### src/rtl/motor_command_parser_macros.svh
// Assertion macros used by the motor command parser core (mcp_parser_core).
// Expects clk and rst_n to be visible in the module that uses them.
`ifndef MOTOR_COMMAND_PARSER_MACROS_SVH
`define MOTOR_COMMAND_PARSER_MACROS_SVH

// Same-cycle implication, checked at every clock edge outside reset.
`define MCP_ASSERT_NOW(label, ante, cons, msg) \
    label: assert property (@(posedge clk) disable iff (!rst_n) (ante) |-> (cons)) \
        else $error(msg);

// Next-cycle implication, checked at every clock edge outside reset.
`define MCP_ASSERT_NEXT(label, ante, cons, msg) \
    label: assert property (@(posedge clk) disable iff (!rst_n) (ante) |=> (cons)) \
        else $error(msg);

`endif

### src/rtl/mcp_pkg.sv
// Shared types and constants for the motor command parser.
// No dependencies; used by the interfaces and all RTL modules.
`timescale 1ns / 1ps
`default_nettype none

package mcp_pkg;

    localparam logic ACT_BYTE = 1'b0;
    localparam logic ACT_LINK = 1'b1;

    localparam logic [7:0] BYTE_ZERO  = 8'd48;
    localparam logic [7:0] BYTE_ONE   = 8'd49;
    localparam logic [7:0] BYTE_TWO   = 8'd50;
    localparam logic [7:0] BYTE_THREE = 8'd51;
    localparam logic [7:0] BYTE_FOUR  = 8'd52;
    localparam logic [7:0] BYTE_FIVE  = 8'd53;

    // three digits of -48..207 each stay within -5328..22977
    localparam int SPEED_W = 16;
    localparam logic signed [SPEED_W-1:0] SPEED_MAX = 16'sd255;

    typedef logic signed [SPEED_W-1:0] speed_t;

    typedef struct packed {
        logic       action;
        logic [7:0] rx_byte;
        logic       link_online;
    } cmd_t;

    typedef struct packed {
        logic       right_forward;
        logic       right_reverse;
        logic       left_forward;
        logic       left_reverse;
        logic [7:0] duty_right;
        logic [7:0] duty_left;
        logic       receiving_light;
        logic       online_light;
    } status_t;

endpackage

`default_nettype wire

### src/rtl/mcp_cmd_if.sv
// Valid/ready channel carrying one command word (serial byte or link event).
// Depends on mcp_pkg.
`timescale 1ns / 1ps
`default_nettype none

interface mcp_cmd_if;
    import mcp_pkg::*;

    logic valid;
    logic ready;
    cmd_t item;

    modport source (output valid, output item, input ready);
    modport sink (input valid, input item, output ready);
endinterface

`default_nettype wire

### src/rtl/mcp_status_if.sv
// Valid/ready channel carrying one status word (pins, duties, lights).
// Depends on mcp_pkg.
`timescale 1ns / 1ps
`default_nettype none

interface mcp_status_if;
    import mcp_pkg::*;

    logic    valid;
    logic    ready;
    status_t item;

    modport source (output valid, output item, input ready);
    modport sink (input valid, input item, output ready);
endinterface

`default_nettype wire

### src/rtl/mcp_input_stage.sv
// Input register for command words; full throughput, stalls only when downstream does.
// Depends on mcp_pkg and mcp_cmd_if.
`timescale 1ns / 1ps
`default_nettype none

module mcp_input_stage
    import mcp_pkg::*;
(
    input  wire logic   clk,
    input  wire logic   rst_n,
    mcp_cmd_if.sink     up,
    mcp_cmd_if.source   down
);

    logic valid_reg;
    logic valid_next;
    cmd_t item_reg;
    cmd_t item_next;
    logic up_fire;

    assign up.ready   = !valid_reg || down.ready;
    assign up_fire    = up.valid && up.ready;
    assign down.valid = valid_reg;
    assign down.item  = item_reg;

    always_comb
    begin
        valid_next = valid_reg;
        item_next  = item_reg;
        if (up_fire)
        begin
            valid_next = 1'b1;
            item_next  = up.item;
        end
        else if (down.ready)
        begin
            valid_next = 1'b0;
        end
    end

    always_ff @(posedge clk or negedge rst_n)
    begin
        if (!rst_n)
        begin
            valid_reg <= 1'b0;
            item_reg  <= '0;
        end
        else
        begin
            valid_reg <= valid_next;
            item_reg  <= item_next;
        end
    end

endmodule

`default_nettype wire

### src/rtl/mcp_parser_core.sv
// Command decoder state machine with the motor pin, duty and status word registers.
// Depends on mcp_pkg, mcp_cmd_if, mcp_status_if and motor_command_parser_macros.svh.
`timescale 1ns / 1ps
`default_nettype none

`include "motor_command_parser_macros.svh"

module mcp_parser_core
    import mcp_pkg::*;
(
    input  wire logic     clk,
    input  wire logic     rst_n,
    mcp_cmd_if.sink       cmd,
    mcp_status_if.source  status
);

    typedef enum logic [3:0] {
        PH_IDLE,
        PH_RIGHT,
        PH_LEFT,
        PH_S1_D0,
        PH_S1_D1,
        PH_S1_D2,
        PH_S2_D0,
        PH_S2_D1,
        PH_S2_D2,
        PH_CONFIRM
    } phase_t;

    phase_t     phase_reg,      phase_next;
    logic [7:0] right_code_reg, right_code_next;
    logic [7:0] left_code_reg,  left_code_next;
    speed_t     speed_one_reg,  speed_one_next;
    speed_t     speed_two_reg,  speed_two_next;
    logic       speed_bad_reg,  speed_bad_next;
    logic [3:0] pins_reg,       pins_next;      // {lr, lf, rr, rf}
    logic [7:0] duty_r_reg,     duty_r_next;
    logic [7:0] duty_l_reg,     duty_l_next;
    logic       online_reg,     online_next;
    logic       res_valid_reg,  res_valid_next;
    status_t    res_item_reg,   res_item_next;

    logic   fire;
    speed_t digit;
    speed_t acc_one;
    speed_t acc_two;

    function automatic logic speed_ok(input speed_t s);
        return (s >= 0) && (s <= SPEED_MAX);
    endfunction

    function automatic logic [3:0] apply_dirs(input logic [3:0] pins,
                                              input logic [7:0] rcode,
                                              input logic [7:0] lcode);
        logic [3:0] p;
        p = pins;
        if (rcode == BYTE_ONE)
        begin
            p[1:0] = 2'b01;
        end
        else if (rcode == BYTE_TWO)
        begin
            p[1:0] = 2'b10;
        end
        if (lcode == BYTE_THREE)
        begin
            p[3:2] = 2'b01;
        end
        else if (lcode == BYTE_FOUR)
        begin
            p[3:2] = 2'b10;
        end
        return p;
    endfunction

    assign cmd.ready    = !res_valid_reg || status.ready;
    assign fire         = cmd.valid && cmd.ready;
    assign status.valid = res_valid_reg;
    assign status.item  = res_item_reg;

    assign digit   = speed_t'({{(SPEED_W-8){1'b0}}, cmd.item.rx_byte})
                   - speed_t'({{(SPEED_W-8){1'b0}}, BYTE_ZERO});
    assign acc_one = (speed_one_reg <<< 3) + (speed_one_reg <<< 1) + digit;
    assign acc_two = (speed_two_reg <<< 3) + (speed_two_reg <<< 1) + digit;

    always_comb
    begin
        phase_next      = phase_reg;
        right_code_next = right_code_reg;
        left_code_next  = left_code_reg;
        speed_one_next  = speed_one_reg;
        speed_two_next  = speed_two_reg;
        speed_bad_next  = speed_bad_reg;
        pins_next       = pins_reg;
        duty_r_next     = duty_r_reg;
        duty_l_next     = duty_l_reg;
        online_next     = online_reg;

        if (fire)
        begin
            if (cmd.item.action == ACT_LINK)
            begin
                online_next = cmd.item.link_online;
                if ((phase_reg == PH_IDLE) && !cmd.item.link_online)
                begin
                    pins_next = '0;
                end
            end
            else
            begin
                unique case (phase_reg) inside
                    PH_IDLE:
                    begin
                        if (online_reg && (cmd.item.rx_byte == BYTE_ONE))
                        begin
                            phase_next = PH_RIGHT;
                        end
                    end
                    PH_RIGHT:
                    begin
                        right_code_next = cmd.item.rx_byte;
                        phase_next      = PH_LEFT;
                    end
                    PH_LEFT:
                    begin
                        left_code_next = cmd.item.rx_byte;
                        if ((right_code_reg > BYTE_FIVE) || (cmd.item.rx_byte > BYTE_FIVE))
                        begin
                            phase_next = PH_IDLE;
                            if (!online_reg)
                            begin
                                pins_next = '0;
                            end
                        end
                        else if ((right_code_reg == BYTE_FIVE) ||
                                 (cmd.item.rx_byte == BYTE_FIVE))
                        begin
                            phase_next = PH_IDLE;
                            pins_next  = '0;
                        end
                        else
                        begin
                            speed_one_next = '0;
                            speed_two_next = '0;
                            speed_bad_next = 1'b0;
                            phase_next     = PH_S1_D0;
                        end
                    end
                    PH_S1_D0, PH_S1_D1:
                    begin
                        speed_one_next = acc_one;
                        phase_next     = phase_t'(phase_reg + 4'd1);
                    end
                    PH_S1_D2:
                    begin
                        speed_one_next = acc_one;
                        speed_bad_next = !speed_ok(acc_one);
                        phase_next     = PH_S2_D0;
                    end
                    PH_S2_D0, PH_S2_D1:
                    begin
                        speed_two_next = acc_two;
                        phase_next     = phase_t'(phase_reg + 4'd1);
                    end
                    PH_S2_D2:
                    begin
                        speed_two_next = acc_two;
                        if (speed_bad_reg || !speed_ok(acc_two))
                        begin
                            phase_next = PH_IDLE;
                            if (!online_reg)
                            begin
                                pins_next = '0;
                            end
                        end
                        else
                        begin
                            phase_next = PH_CONFIRM;
                        end
                    end
                    PH_CONFIRM:
                    begin
                        phase_next = PH_IDLE;
                        if (cmd.item.rx_byte == BYTE_ONE)
                        begin
                            pins_next   = apply_dirs(pins_reg, right_code_reg, left_code_reg);
                            duty_r_next = speed_one_reg[7:0];
                            duty_l_next = speed_two_reg[7:0];
                        end
                        if (!online_reg)
                        begin
                            pins_next = '0;
                        end
                    end
                    default:
                    begin
                        phase_next = PH_IDLE;
                    end
                endcase
            end
        end
    end

    always_comb
    begin
        res_item_next                 = res_item_reg;
        res_valid_next                = res_valid_reg;
        if (fire)
        begin
            res_valid_next                = 1'b1;
            res_item_next.right_forward   = pins_next[0];
            res_item_next.right_reverse   = pins_next[1];
            res_item_next.left_forward    = pins_next[2];
            res_item_next.left_reverse    = pins_next[3];
            res_item_next.duty_right      = duty_r_next;
            res_item_next.duty_left       = duty_l_next;
            res_item_next.receiving_light = (phase_next != PH_IDLE);
            res_item_next.online_light    = online_next;
        end
        else if (status.ready)
        begin
            res_valid_next = 1'b0;
        end
    end

    always_ff @(posedge clk or negedge rst_n)
    begin
        if (!rst_n)
        begin
            phase_reg      <= PH_IDLE;
            right_code_reg <= '0;
            left_code_reg  <= '0;
            speed_one_reg  <= '0;
            speed_two_reg  <= '0;
            speed_bad_reg  <= 1'b0;
            pins_reg       <= '0;
            duty_r_reg     <= '0;
            duty_l_reg     <= '0;
            online_reg     <= 1'b0;
            res_valid_reg  <= 1'b0;
            res_item_reg   <= '0;
        end
        else
        begin
            phase_reg      <= phase_next;
            right_code_reg <= right_code_next;
            left_code_reg  <= left_code_next;
            speed_one_reg  <= speed_one_next;
            speed_two_reg  <= speed_two_next;
            speed_bad_reg  <= speed_bad_next;
            pins_reg       <= pins_next;
            duty_r_reg     <= duty_r_next;
            duty_l_reg     <= duty_l_next;
            online_reg     <= online_next;
            res_valid_reg  <= res_valid_next;
            res_item_reg   <= res_item_next;
        end
    end

    `MCP_ASSERT_NOW(a_right_pins_exclusive, 1'b1, !(pins_reg[0] && pins_reg[1]), "right motor driven both ways")
    `MCP_ASSERT_NOW(a_left_pins_exclusive, 1'b1, !(pins_reg[2] && pins_reg[3]), "left motor driven both ways")
    `MCP_ASSERT_NOW(a_offline_idle_pins_off, (phase_reg == PH_IDLE) && !online_reg, pins_reg == 4'b0000, "pins active while offline and idle")
    `MCP_ASSERT_NEXT(a_duty_only_on_confirm, fire && (phase_reg != PH_CONFIRM), $stable(duty_r_reg) && $stable(duty_l_reg), "duty changed outside confirm")
    `MCP_ASSERT_NEXT(a_link_keeps_phase, fire && (cmd.item.action == ACT_LINK), $stable(phase_reg), "link event moved the parser")
    `MCP_ASSERT_NEXT(a_bad_speed_ends, fire && (cmd.item.action == ACT_BYTE) && (phase_reg == PH_S2_D2) && speed_bad_reg, phase_reg == PH_IDLE, "bad speed did not end command")

endmodule

`default_nettype wire

### src/rtl/motor_command_parser.sv
// Top level of the motor command parser: input register feeding the decoder core.
// Depends on mcp_pkg, mcp_cmd_if, mcp_status_if, mcp_input_stage and mcp_parser_core.
`timescale 1ns / 1ps
`default_nettype none

// Every word accepted on cmd (a serial byte or a link status event) yields exactly one
// word on status showing the motor pins, both duties and both lights after that word.
// A new word is taken every cycle; a word goes through the input register and then the
// status register before its status word is valid on status. cmd only
// stalls while a status word is held back by status.ready and the input register is full.

module motor_command_parser
    import mcp_pkg::*;
(
    input  wire logic     clk,
    input  wire logic     rst_n,
    mcp_cmd_if.sink       cmd,
    mcp_status_if.source  status
);

    mcp_cmd_if staged ();

    mcp_input_stage u_input_stage (
        .clk   (clk),
        .rst_n (rst_n),
        .up    (cmd),
        .down  (staged)
    );

    mcp_parser_core u_parser_core (
        .clk    (clk),
        .rst_n  (rst_n),
        .cmd    (staged),
        .status (status)
    );

endmodule

`default_nettype wire

### src/flat_wrapper.sv
// flat-port wrapper written by rule: the top's interface ports become plain ports
module motor_command_parser_flat import mcp_pkg::*;
  (clk, rst_n, cmd_valid, cmd_item, cmd_ready, status_valid, status_item, status_ready);
  mcp_cmd_if cmd_i ();
  mcp_status_if status_i ();
  input  wire logic clk;
  input  wire logic rst_n;
  input wire logic [$bits(cmd_i.valid)-1:0] cmd_valid;
  input wire logic [$bits(cmd_i.item)-1:0] cmd_item;
  output wire logic [$bits(cmd_i.ready)-1:0] cmd_ready;
  output wire logic [$bits(status_i.valid)-1:0] status_valid;
  output wire logic [$bits(status_i.item)-1:0] status_item;
  input wire logic [$bits(status_i.ready)-1:0] status_ready;
  assign cmd_i.valid = cmd_valid;
  assign cmd_i.item = cmd_item;
  assign cmd_ready = cmd_i.ready;
  assign status_valid = status_i.valid;
  assign status_item = status_i.item;
  assign status_i.ready = status_ready;
  motor_command_parser u_core (.clk(clk), .rst_n(rst_n), .cmd(cmd_i), .status(status_i));
endmodule
### config.mk
export PLATFORM = sky130hd
export DESIGN_NAME = motor_command_parser_flat
export DESIGN_NICKNAME = d
export VERILOG_FILES = /design/src/rtl/mcp_pkg.sv /design/src/rtl/mcp_cmd_if.sv /design/src/rtl/mcp_status_if.sv /design/src/rtl/mcp_input_stage.sv /design/src/rtl/mcp_parser_core.sv /design/src/rtl/motor_command_parser.sv /design/src/flat_wrapper.sv
export VERILOG_INCLUDE_DIRS = /design/src /design/src/rtl
export SDC_FILE = /design/constraint.sdc
export NUM_CORES = 1
export LEC_CHECK = 0
export BUFFER_PORTS_ARGS = -buffer_cell sky130_fd_sc_hd__buf_2
export CAP_MARGIN = 20
export CORE_ASPECT_RATIO = 1.2
export CORE_UTILIZATION = 45
export DETAILED_ROUTE_END_ITERATION = 10
export GPL_ROUTABILITY_DRIVEN = 0
export PLACE_DENSITY = 0.63
export SETUP_SLACK_MARGIN = 0.2
export SYNTH_ARGS = -nofsm -noshare
export SYNTH_HDL_FRONTEND = slang
export SYNTH_SLANG_ARGS = --single-unit
### constraint.sdc
create_clock -name clk -period 4 [get_ports clk]
set_clock_uncertainty 0.2 [all_clocks]
set_input_delay 0.6 -clock clk [delete_from_list [all_inputs] [get_ports clk]]
set_output_delay 0.6 -clock clk [all_outputs]
set_load 0.005 [all_outputs]
# ---- Yosys cells after proc, flatten, opt, wreduce, memory -nomap -nowiden
# Index checks and enable logic that the tools add are counted.
# W data, S select, Z words.
dict set report word_totals {
  ff_bits 106
  input_bits 14
  output_inout_bits 24
  word_cells 127
}
dict set report op_classes {
  add_sub_neg 6
  n_lt_le_gt_ge 6
  eq_ne 18
  mux 42
  n_bitwise 1
  n_reduce_logical 31
}
# cell n
set ops {}
lappend ops {{$mux W8} 8}
lappend ops {{$pmux W15 S2} 2}
lappend ops {{$eq A8 B6 Y1 const B} 7}
lappend ops {{$mux W4} 13}
lappend ops {{$add A16 B16 Y16} 2}
lappend ops {{$add A16 B9 Y16} 2}
lappend ops {{$ge A16 B1 Y1 const B} 2}
lappend ops {{$le A16 B9 Y1 const B} 2}
lappend ops {{$mux W15} 2}
lappend ops {{$pmux W4 S6} 1}
lappend ops {{$eq A4 B3 Y1 const B} 4}
lappend ops {{$gt A8 B6 Y1 const B} 2}
lappend ops {{$reduce_and A5 Y1} 3}
lappend ops {{$mux W2} 6}
lappend ops {{$pmux W4 S3} 1}
lappend ops {{$reduce_bool A2 Y1} 5}
lappend ops {{$sub A8 B6 Y9 const B} 1}
lappend ops {{$eq A4 B2 Y1 const B} 2}
lappend ops {{$eq A4 B4 Y1 const B} 2}
lappend ops {{$mux W1} 8}
lappend ops {{$logic_and A1 B1 Y1} 6}
lappend ops {{$reduce_and A3 Y1} 2}
lappend ops {{$reduce_or A3 Y1} 2}
lappend ops {{$logic_not A1 Y1} 5}
lappend ops {{other kinds (9)} 14}

# ---- Logic depth before layout (Yosys ltp)
# Gate-level depths: netlist of run 1.
dict set report depth {
  word_depth 11
  depth_mapped 13
}

# ---- Cells and area by module
# Synthesis of run 1 repeated with hierarchy kept, for this count alone.
dict set report hier_totals {
  hier_cells 645
  hier_area_um2 6811.5
}
# module n_inst cells_each area_per_inst_um2 seq_area_each_um2
set modules_own_cells {}
lappend modules_own_cells {mcp_parser_core 1 621 6346.1 2377.3}
lappend modules_own_cells {mcp_input_stage 1 24 465.4 275.3}

# ---- Worst setup path after synthesis of run 1
# No wires, ideal clock.
dict set report synth_timing {
  path_type {reg2reg}
  from {register u_core.u_input_stage.item_reg (netlist bit u_core.u_input_stage.down.item[5])}
  to {register u_core.u_parser_core.res_item_reg (netlist bit u_core.u_parser_core.status.item[1])}
  setup_ns 0.126
  arrival_time_ns 3.941
  slack_ns -0.267
  stages_incl_launch_ff 13
  synth_period_minus_slack_ns 4.267
  path_cell_list {dfrtp_1 -> ha_1 -> nor3_4 -> fa_1 -> ha_1 -> a2111oi_2 -> o21ai_2 -> a41oi_2 -> nor3_2 -> a2111oi_2 -> or4_1 -> a31oi_2 -> o32a_1}
}
dict set report synth_between {
  elab_chain_len 11
  elab_cells_between_ends 21
  classes_between {add/sub: 2; order compare: 3; eq/ne: 2; mux: 7; reduce/logical: 7}
}
# element line
set synth_rtl {}
lappend synth_rtl {{start, declared} mcp_input_stage.sv:17} ;# cmd_t item_reg;
lappend synth_rtl {{start signal, assigned} mcp_input_stage.sv:51} ;# item_reg <= item_next;
lappend synth_rtl {{$sub A8 B6 Y9} mcp_parser_core.sv:82} ;# - speed_t'({{(SPEED_W-8){1'b0}}, BYTE_ZERO});
lappend synth_rtl {{$add A16 B9 Y16} mcp_parser_core.sv:84} ;# assign acc_two = (speed_two_reg <<< 3) + (speed_two_reg <<< 1) + digit;
lappend synth_rtl {{$ge A16 B1 Y1 or $le A16 B9 Y1 (tied branches)} mcp_parser_core.sv:49} ;# return (s >= 0) && (s <= SPEED_MAX);
lappend synth_rtl {{$logic_and A1 B1 Y1} mcp_parser_core.sv:49}
lappend synth_rtl {{$logic_not A1 Y1} mcp_parser_core.sv:168} ;# if (speed_bad_reg || !speed_ok(acc_two))
lappend synth_rtl {{$logic_or A1 B1 Y1} mcp_parser_core.sv:168}
lappend synth_rtl {{$mux W4} mcp_parser_core.sv:168}
lappend synth_rtl {{$pmux W4 S6 *} mcp_parser_core.sv:111} ;# unique case (phase_reg) inside
lappend synth_rtl {{$mux W4 *} mcp_parser_core.sv:101} ;# if (cmd.item.action == ACT_LINK)
lappend synth_rtl {{$mux W4 *} mcp_parser_core.sv:99} ;# if (fire)
lappend synth_rtl {{named net u_core.u_parser_core.phase_next[3]} mcp_parser_core.sv:30} ;# phase_t phase_reg, phase_next;
lappend synth_rtl {{$reduce_bool A4 Y1 *} mcp_parser_core.sv:217} ;# res_item_next.receiving_light = (phase_next != PH_IDLE);
lappend synth_rtl {{end signal, assigned} mcp_parser_core.sv:256} ;# res_item_reg <= res_item_next;
lappend synth_rtl {{end, declared} mcp_parser_core.sv:41} ;# status_t res_item_reg, res_item_next;
# The timed path passes the listed nets; every way through them passes the cells marked *.
# A chain may end at the register's enable or synchronous reset.

# ---- Worst setup path after layout of run 1
# Same ends and word-level chain as after synthesis.

==> results.txt, run 1 <==
Fin crit period: 4.05 ns
TritonCTS buffer count: 9
Seq cells post-synth: 106
TritonCTS clock tree: yes
Die Ht: 135 µm
Clk buf depth: 2
Max H-tree Level: 3
Number of synthesized flops with an enable pin: 0
Fmax: 0.247 GHz
CP endpoint kind: flip-flop
Period utilization: 1.01
Slew @ Worst Pin: 0.954 ns
Cell repeated most along the worst path: ha_4
Vias in the first global route: 5,312
Final nets: 803
Top_reg_cell synth: dfrtp_1
Clk pwr share: 0.170
Post-synthesis sequential area ratio: 0.398
Post-Layout Cell Count: 908
Final Hold Vio Count: 0
Largest net degree at the start of global routing: 63
Max-cap violation count: 0
Initial Util: 0.462
Total vias in the final route: 5,246
Global-route wire length before repair: 27.1 mm
CTS clk-pin slew, worst paths: 0.08 ns
Final Util: 0.564
Area grow syn2layout: 22.0%
Die area: 15,300 µm²
Initial antenna violation count: 0
Largest delay share family, worst path: simple AND/OR/NAND/NOR gates
Clk sinks: 106
Most common cell after layout, fill and taps aside: dfrtp_1
Root buffer cell: clkbuf_16
Net Switching: 2470 µW
CP required: 4.10 ns
Seq pwr share: 0.283
Gr usage total: 0.228
Yosys cell types: 71
Starting DRT DRC Count: 346
Setup Crit Path Kind: reg -> reg
Die W: 113 µm
Slew HR: 0.364
Crit path max fanout: 5
Crit-path cells: ha_4, nor3_4, buf_6, buf_16, fa_1, ha_4, a21o_1, or3_1, a41oi_2, buf_4, nor2_2, xor2_2, or4_4, a31oi_4, o32a_1
Antenna-violating nets left: 0
CP Data Arrival Time: 4.15 ns
Core area: 14,400 µm²
Slew Limit Fails: 0
Antenna cells: 0
VDD IR-drop max: 0.301 mV
Failing checks: setup timing
Syn_area_per_cell: 10.4 µm²
Vias per cell: 5.78
CP Buf/Inv Count: 3
# setup viols final: 1
Gate power share: 0.546
Mapped Nets: 716
Worst skew pair latency: 0.36 ns
Hold WC Path Type: in -> async
Most frequent cells in the layout: dfrtp_1 (105), nand2_1 (69), buf_4 (49)
Net Sw Frac: 0.421
Drt first pass iters: 5
Gate count of the mapped netlist: 641
Status: finished with violations
Rows: 48
Share of layout cells above drive strength 1: 0.276
RSZ-0062 raised after global routing: true
Max stage delay on crit path: 0.50 ns
CP Launch Type: flip-flop
Setup ws final: -0.0540 ns
Share of flip-flops with an asynchronous set or reset: 1.00
Lkg Pwr: 0.00361 µW
CP max stage cell: or4_4
Total gr overflow: 0
Port buffer count: 37
Max reg flops: 22
Internal: 3400 µW
Power per cell area: 724 nW/µm²
Post-Syn Area: 6660 µm²
DR DRC count: 0
Ys Warns: 0
Detailed placement HPWL: 11.8 mm
# IOs: 38
Post-DR wirelength/cell: 18.2 µm
Hold-fix buffers, CTS: 0
Routed WL: 16.5 mm
Inst Count DP: 871
[path summary, 6_finish.rpt]
kind	start	to	slack [ns]	depth (start not counted)
worst min register to register	u_core.u_parser_core.status.item[0]$_DFFE_PN0P_	u_core.u_parser_core.status.item[0]$_DFFE_PN0P_	0.28	2
min in group clk	cmd_valid	u_core.u_input_stage.down.valid$_DFFE_PN0P_	0.26	2
worst max-delay path	u_core.u_input_stage.down.item[5]$_DFFE_PN0P_	u_core.u_parser_core.status.item[1]$_DFFE_PN0P_	-0.05	15
worst max register to register	u_core.u_input_stage.down.item[5]$_DFFE_PN0P_	u_core.u_parser_core.status.item[1]$_DFFE_PN0P_	-0.05	15
max in group asynchronous	rst_n	u_core.u_parser_core.status.item[16]$_DFFE_PN0P_	2.63	2
worst min-delay path	rst_n	u_core.u_parser_core.status.item[11]$_DFFE_PN0P_	0.13	1
[synthesized netlist by cell type, types with 3 or more instances]
library cell	count	area [µm²]
a211oi_1	7	52.6
a21o_1	5	37.5
a21oi_1	36	180
a22o_1	9	78.8
a31oi_1	4	25.0
and2_1	5	31.3
and3_1	3	18.8
clkbuf_1	14	52.6
dfrtp_1	106	2650
fa_1	26	521
ha_1	35	438
inv_1	19	71.3
mux2_2	41	462
mux2i_1	17	170
nand2_1	70	263
nand2b_1	9	56.3
nand3_1	11	55.1
nand3b_1	7	52.6
nand4_1	3	18.8
nor2_1	43	161
nor2b_1	7	43.8
nor3_1	6	30.0
nor4_1	4	25.0
o211ai_1	6	45.0
o21a_1	6	45.0
o21ai_0	51	255
o31ai_1	12	90.1
or2_2	3	18.8
or3_1	4	25.0
xnor2_1	11	96.3
xor2_1	12	105
[kinds of logic after synthesis]
| kind of cell | share of synthesized area |
|---|---|
| and+or+nand+nor | 0.140 |
| AOI/OAI and AO/OA | 0.164 |
| DFF | 0.398 |
| adders and majority gates | 0.144 |
| muxes | 0.0966 |
| buffers and inverters | 0.0212 |
| xor gates and xnor gates | 0.0361 |
[repair_timing]
action,4_1_cts,5_1_grt
endpoints found under the setup margin,11,12
resized for setup,24,18
buffers inserted,9,11
pin swaps,11,23
gates cloned,1,0
endpoints found under the hold margin,0,0
[stage by stage]
stage | setup TNS (ns) | cell area, µm² | setup slack, ns | hold slack [ns] | total power, µW
after global placement | -0.0256 | 7370 | -0.0256 | 0.257 | 4420
after detailed placement | -0.0922 | 7370 | -0.0673 | 0.267 | 4530
after floorplan | -0.700 | 6760 | -0.186 | 0.104 | 3670
after CTS | 0 | 7930 | 0.0396 | 0.146 | 5720
final | -0.0540 | 8120 | -0.0540 | 0.126 | 5880
after global routing | -1.01 | 8120 | -0.164 | 0.177 | 6320
[power groups by stage]
stage          Combinational (µW)  Sequential, µW  Clock, µW
2_1_floorplan                2100            1570          0
3_5_place_dp                 2850            1680          0
5_1_grt                      3550            1710       1050
4_1_cts                      3030            1660       1020
3_3_place_gp                 2760            1670          0
6_report                     3210            1670       1000
[final cells by class]
class	instances	area, µm²
inverter	19	71.3
clock buffer	9	225
tap	175	219
fill	1222	6290
multi-input combinational	499	4180
sequential	106	2650
clock inverter	7	106
timing repair buffer	93	672
[metal layers]
layer | track usage | up-vias | wire, µm
met4 | 0.0709 | 0 | 255
met5 | 0 | - | 0
met1 | 0.300 | 2640 | 7550
met3 | 0.0345 | 14 | 520
li1 | - | 2491 | -
met2 | 0.387 | 101 | 8190
Note: power is estimated with default switching activity, not from simulation.
==> run 2, diff against run 1 <==
--- a/config.mk
+++ b/config.mk
@@ -9,10 +9,11 @@
 export BUFFER_PORTS_ARGS = -buffer_cell sky130_fd_sc_hd__buf_2
 export CAP_MARGIN = 20
 export CORE_ASPECT_RATIO = 1.2
-export CORE_UTILIZATION = 45
+export CORE_UTILIZATION = 44
 export DETAILED_ROUTE_END_ITERATION = 10
 export GPL_ROUTABILITY_DRIVEN = 0
-export PLACE_DENSITY = 0.63
+export HOLD_SLACK_MARGIN = 0.05
+export PLACE_DENSITY = 0.62
 export SETUP_SLACK_MARGIN = 0.2
 export SYNTH_ARGS = -nofsm -noshare
 export SYNTH_HDL_FRONTEND = slang
==> run 2 against run 1 <==
Final cell count grew 2.4%. Sequential share of layout area shrank 0.14 points. The flow still finishes with violations (setup timing). Die area is 2.2% higher. Largest cell class unchanged. Power shrank 0.27%.
==> results.txt, run 2 (synthesis results as in run 1) <==
Max-cap violation count: 0
RSZ-0062 raised after global routing: true
Clk pwr share: 0.148
Clk sinks: 106
Internal: 3350 µW
Gr usage total: 0.214
Clk buf depth: 2
Status: finished with violations
Hold WC Path Type: in -> async
Max reg flops: 22
Core area: 14,600 µm²
Die W: 114 µm
Root buffer cell: clkbuf_16
Total vias in the final route: 5,207
# IOs: 38
Final Hold Vio Count: 0
Number of fill cells in the layout: 1,246
Lkg Pwr: 0.00360 µW
Slew Limit Fails: 0
Most common cell after layout, fill and taps aside: dfrtp_1
Antenna cells: 0
Die area: 15,600 µm²
Net Switching: 2510 µW
CP Launch Type: flip-flop
Most frequent cells in the layout: dfrtp_1 (104), nand2_1 (69), buf_4 (47)
Setup Crit Path Kind: reg -> reg
Period utilization: 1.00
Failing checks: setup timing
Max H-tree Level: 3
Largest net degree at the start of global routing: 70
Vias in the first global route: 5,014
DR DRC count: 0
Initial antenna violation count: 0
Share of layout cells above drive strength 1: 0.281
Rows: 48
Port buffer count: 37
Fin crit period: 4.01 ns
Seq pwr share: 0.285
Net Sw Frac: 0.429
Slew @ Worst Pin: 1.01 ns
Gate power share: 0.567
Inst Count DP: 901
Slew HR: 0.330
Worst skew pair latency: 0.35 ns
Crit path max fanout: 6
TritonCTS clock tree: yes
Post-DR wirelength/cell: 17.3 µm
Vias per cell: 5.60
Total gr overflow: 0
Drt first pass iters: 5
Power per cell area: 718 nW/µm²
Routed WL: 16.1 mm
Setup ws final: -0.00783 ns
TritonCTS buffer count: 9
CP Data Arrival Time: 4.05 ns
Fmax: 0.250 GHz
VDD IR-drop max: 0.265 mV
Final Util: 0.559
Die Ht: 137 µm
CTS clk-pin slew, worst paths: 0.08 ns
Starting DRT DRC Count: 250
CP endpoint kind: flip-flop
Area grow syn2layout: 22.6%
Global-route wire length before repair: 25.9 mm
Antenna-violating nets left: 0
Final nets: 800
CP required: 4.04 ns
Detailed placement HPWL: 11.8 mm
Initial Util: 0.456
Post-Layout Cell Count: 930
# setup viols final: 1
==> run 2: power groups by stage <==
| stage | Clock [µW] | Sequential (µW) | Combinational [µW] |
|---|---|---|---|
| global route | 931 | 1720 | 3660 |
| finish | 869 | 1670 | 3320 |
| detailed placement | 0 | 1680 | 2870 |
| global placement | 0 | 1670 | 2790 |
| CTS | 890 | 1670 | 3100 |
| floorplan | 0 | 1570 | 2100 |
==> run 2: critical path, stage by stage, from the launching register on <==
cell and delay (ns):
dfrtp_2 0.45, ha_4 0.19, nor3_4 0.26, buf_6 0.16, buf_16 0.12, fa_1 0.45
ha_4 0.23, a21o_1 0.16, or3_1 0.32, a41oi_2 0.26, nor3_2 0.10, a2111oi_4 0.30
nor4_4 0.06, buf_6 0.15, a2bb2oi_2 0.15, o32a_1 0.33
==> run 2: final timing paths <==
path | start | endpoint | slack (ns) | depth (start not counted)
worst max-delay path | u_core.u_input_stage.down.item[5]$_DFFE_PN0P_ | u_core.u_parser_core.status.item[1]$_DFFE_PN0P_ | -0.008 | 15
worst min-delay path | rst_n | u_core.u_parser_core.duty_r_reg[1]$_DFF_PN0_ | 0.15 | 1
worst max register to register | u_core.u_input_stage.down.item[5]$_DFFE_PN0P_ | u_core.u_parser_core.status.item[1]$_DFFE_PN0P_ | -0.008 | 15
worst min register to register | u_core.u_parser_core.status.item[5]$_DFFE_PN0P_ | u_core.u_parser_core.status.item[5]$_DFFE_PN0P_ | 0.27 | 2
max in group asynchronous | rst_n | u_core.u_parser_core.speed_one_reg[12]$_DFFE_PN0P_ | 2.61 | 2
min in group clk | cmd_valid | u_core.u_input_stage.down.valid$_DFFE_PN0P_ | 0.27 | 2
==> run 2: metal layers <==
layer	part of all wire	track usage
met3	0.030	0.0252
met1	0.46	0.287
met4	0.019	0.0642
met5	0	0
met2	0.49	0.364
==> run 2: area by class of cell <==
class                   instances  area, µm²  area share
multi-input cells             499       4250       0.520
clock inverters                 7       67.6     0.00828
flip-flops and latches        106       2660       0.325
inverters                      19       71.3     0.00874
well taps                     200        250      0.0307
clock buffers                   9        225      0.0276
repair buffers                 90        646      0.0791
==> run 2: through the flow <==
stage	hold slack [ns]	area (µm²)	power, µW	setup WS, ns	TNS (ns)
after detailed placement	0.265	7440	4550	-0.150	-0.150
after floorplan	0.104	6760	3670	-0.186	-0.700
final	0.155	8160	5860	-0.00783	-0.00783
after CTS	0.198	7970	5660	0.0499	0
after global routing	0.225	8160	6310	-0.170	-0.868
after global placement	0.256	7440	4460	-0.0350	-0.0350
==> run 2: repair_timing <==
item / in CTS / in global routing
buffers inserted: 7 / 5
cloned: 1 / 0
resized for setup: 31 / 21
hold buffers: 0 / 0
setup endpoints to repair: 12 / 12
pin swaps: 11 / 23
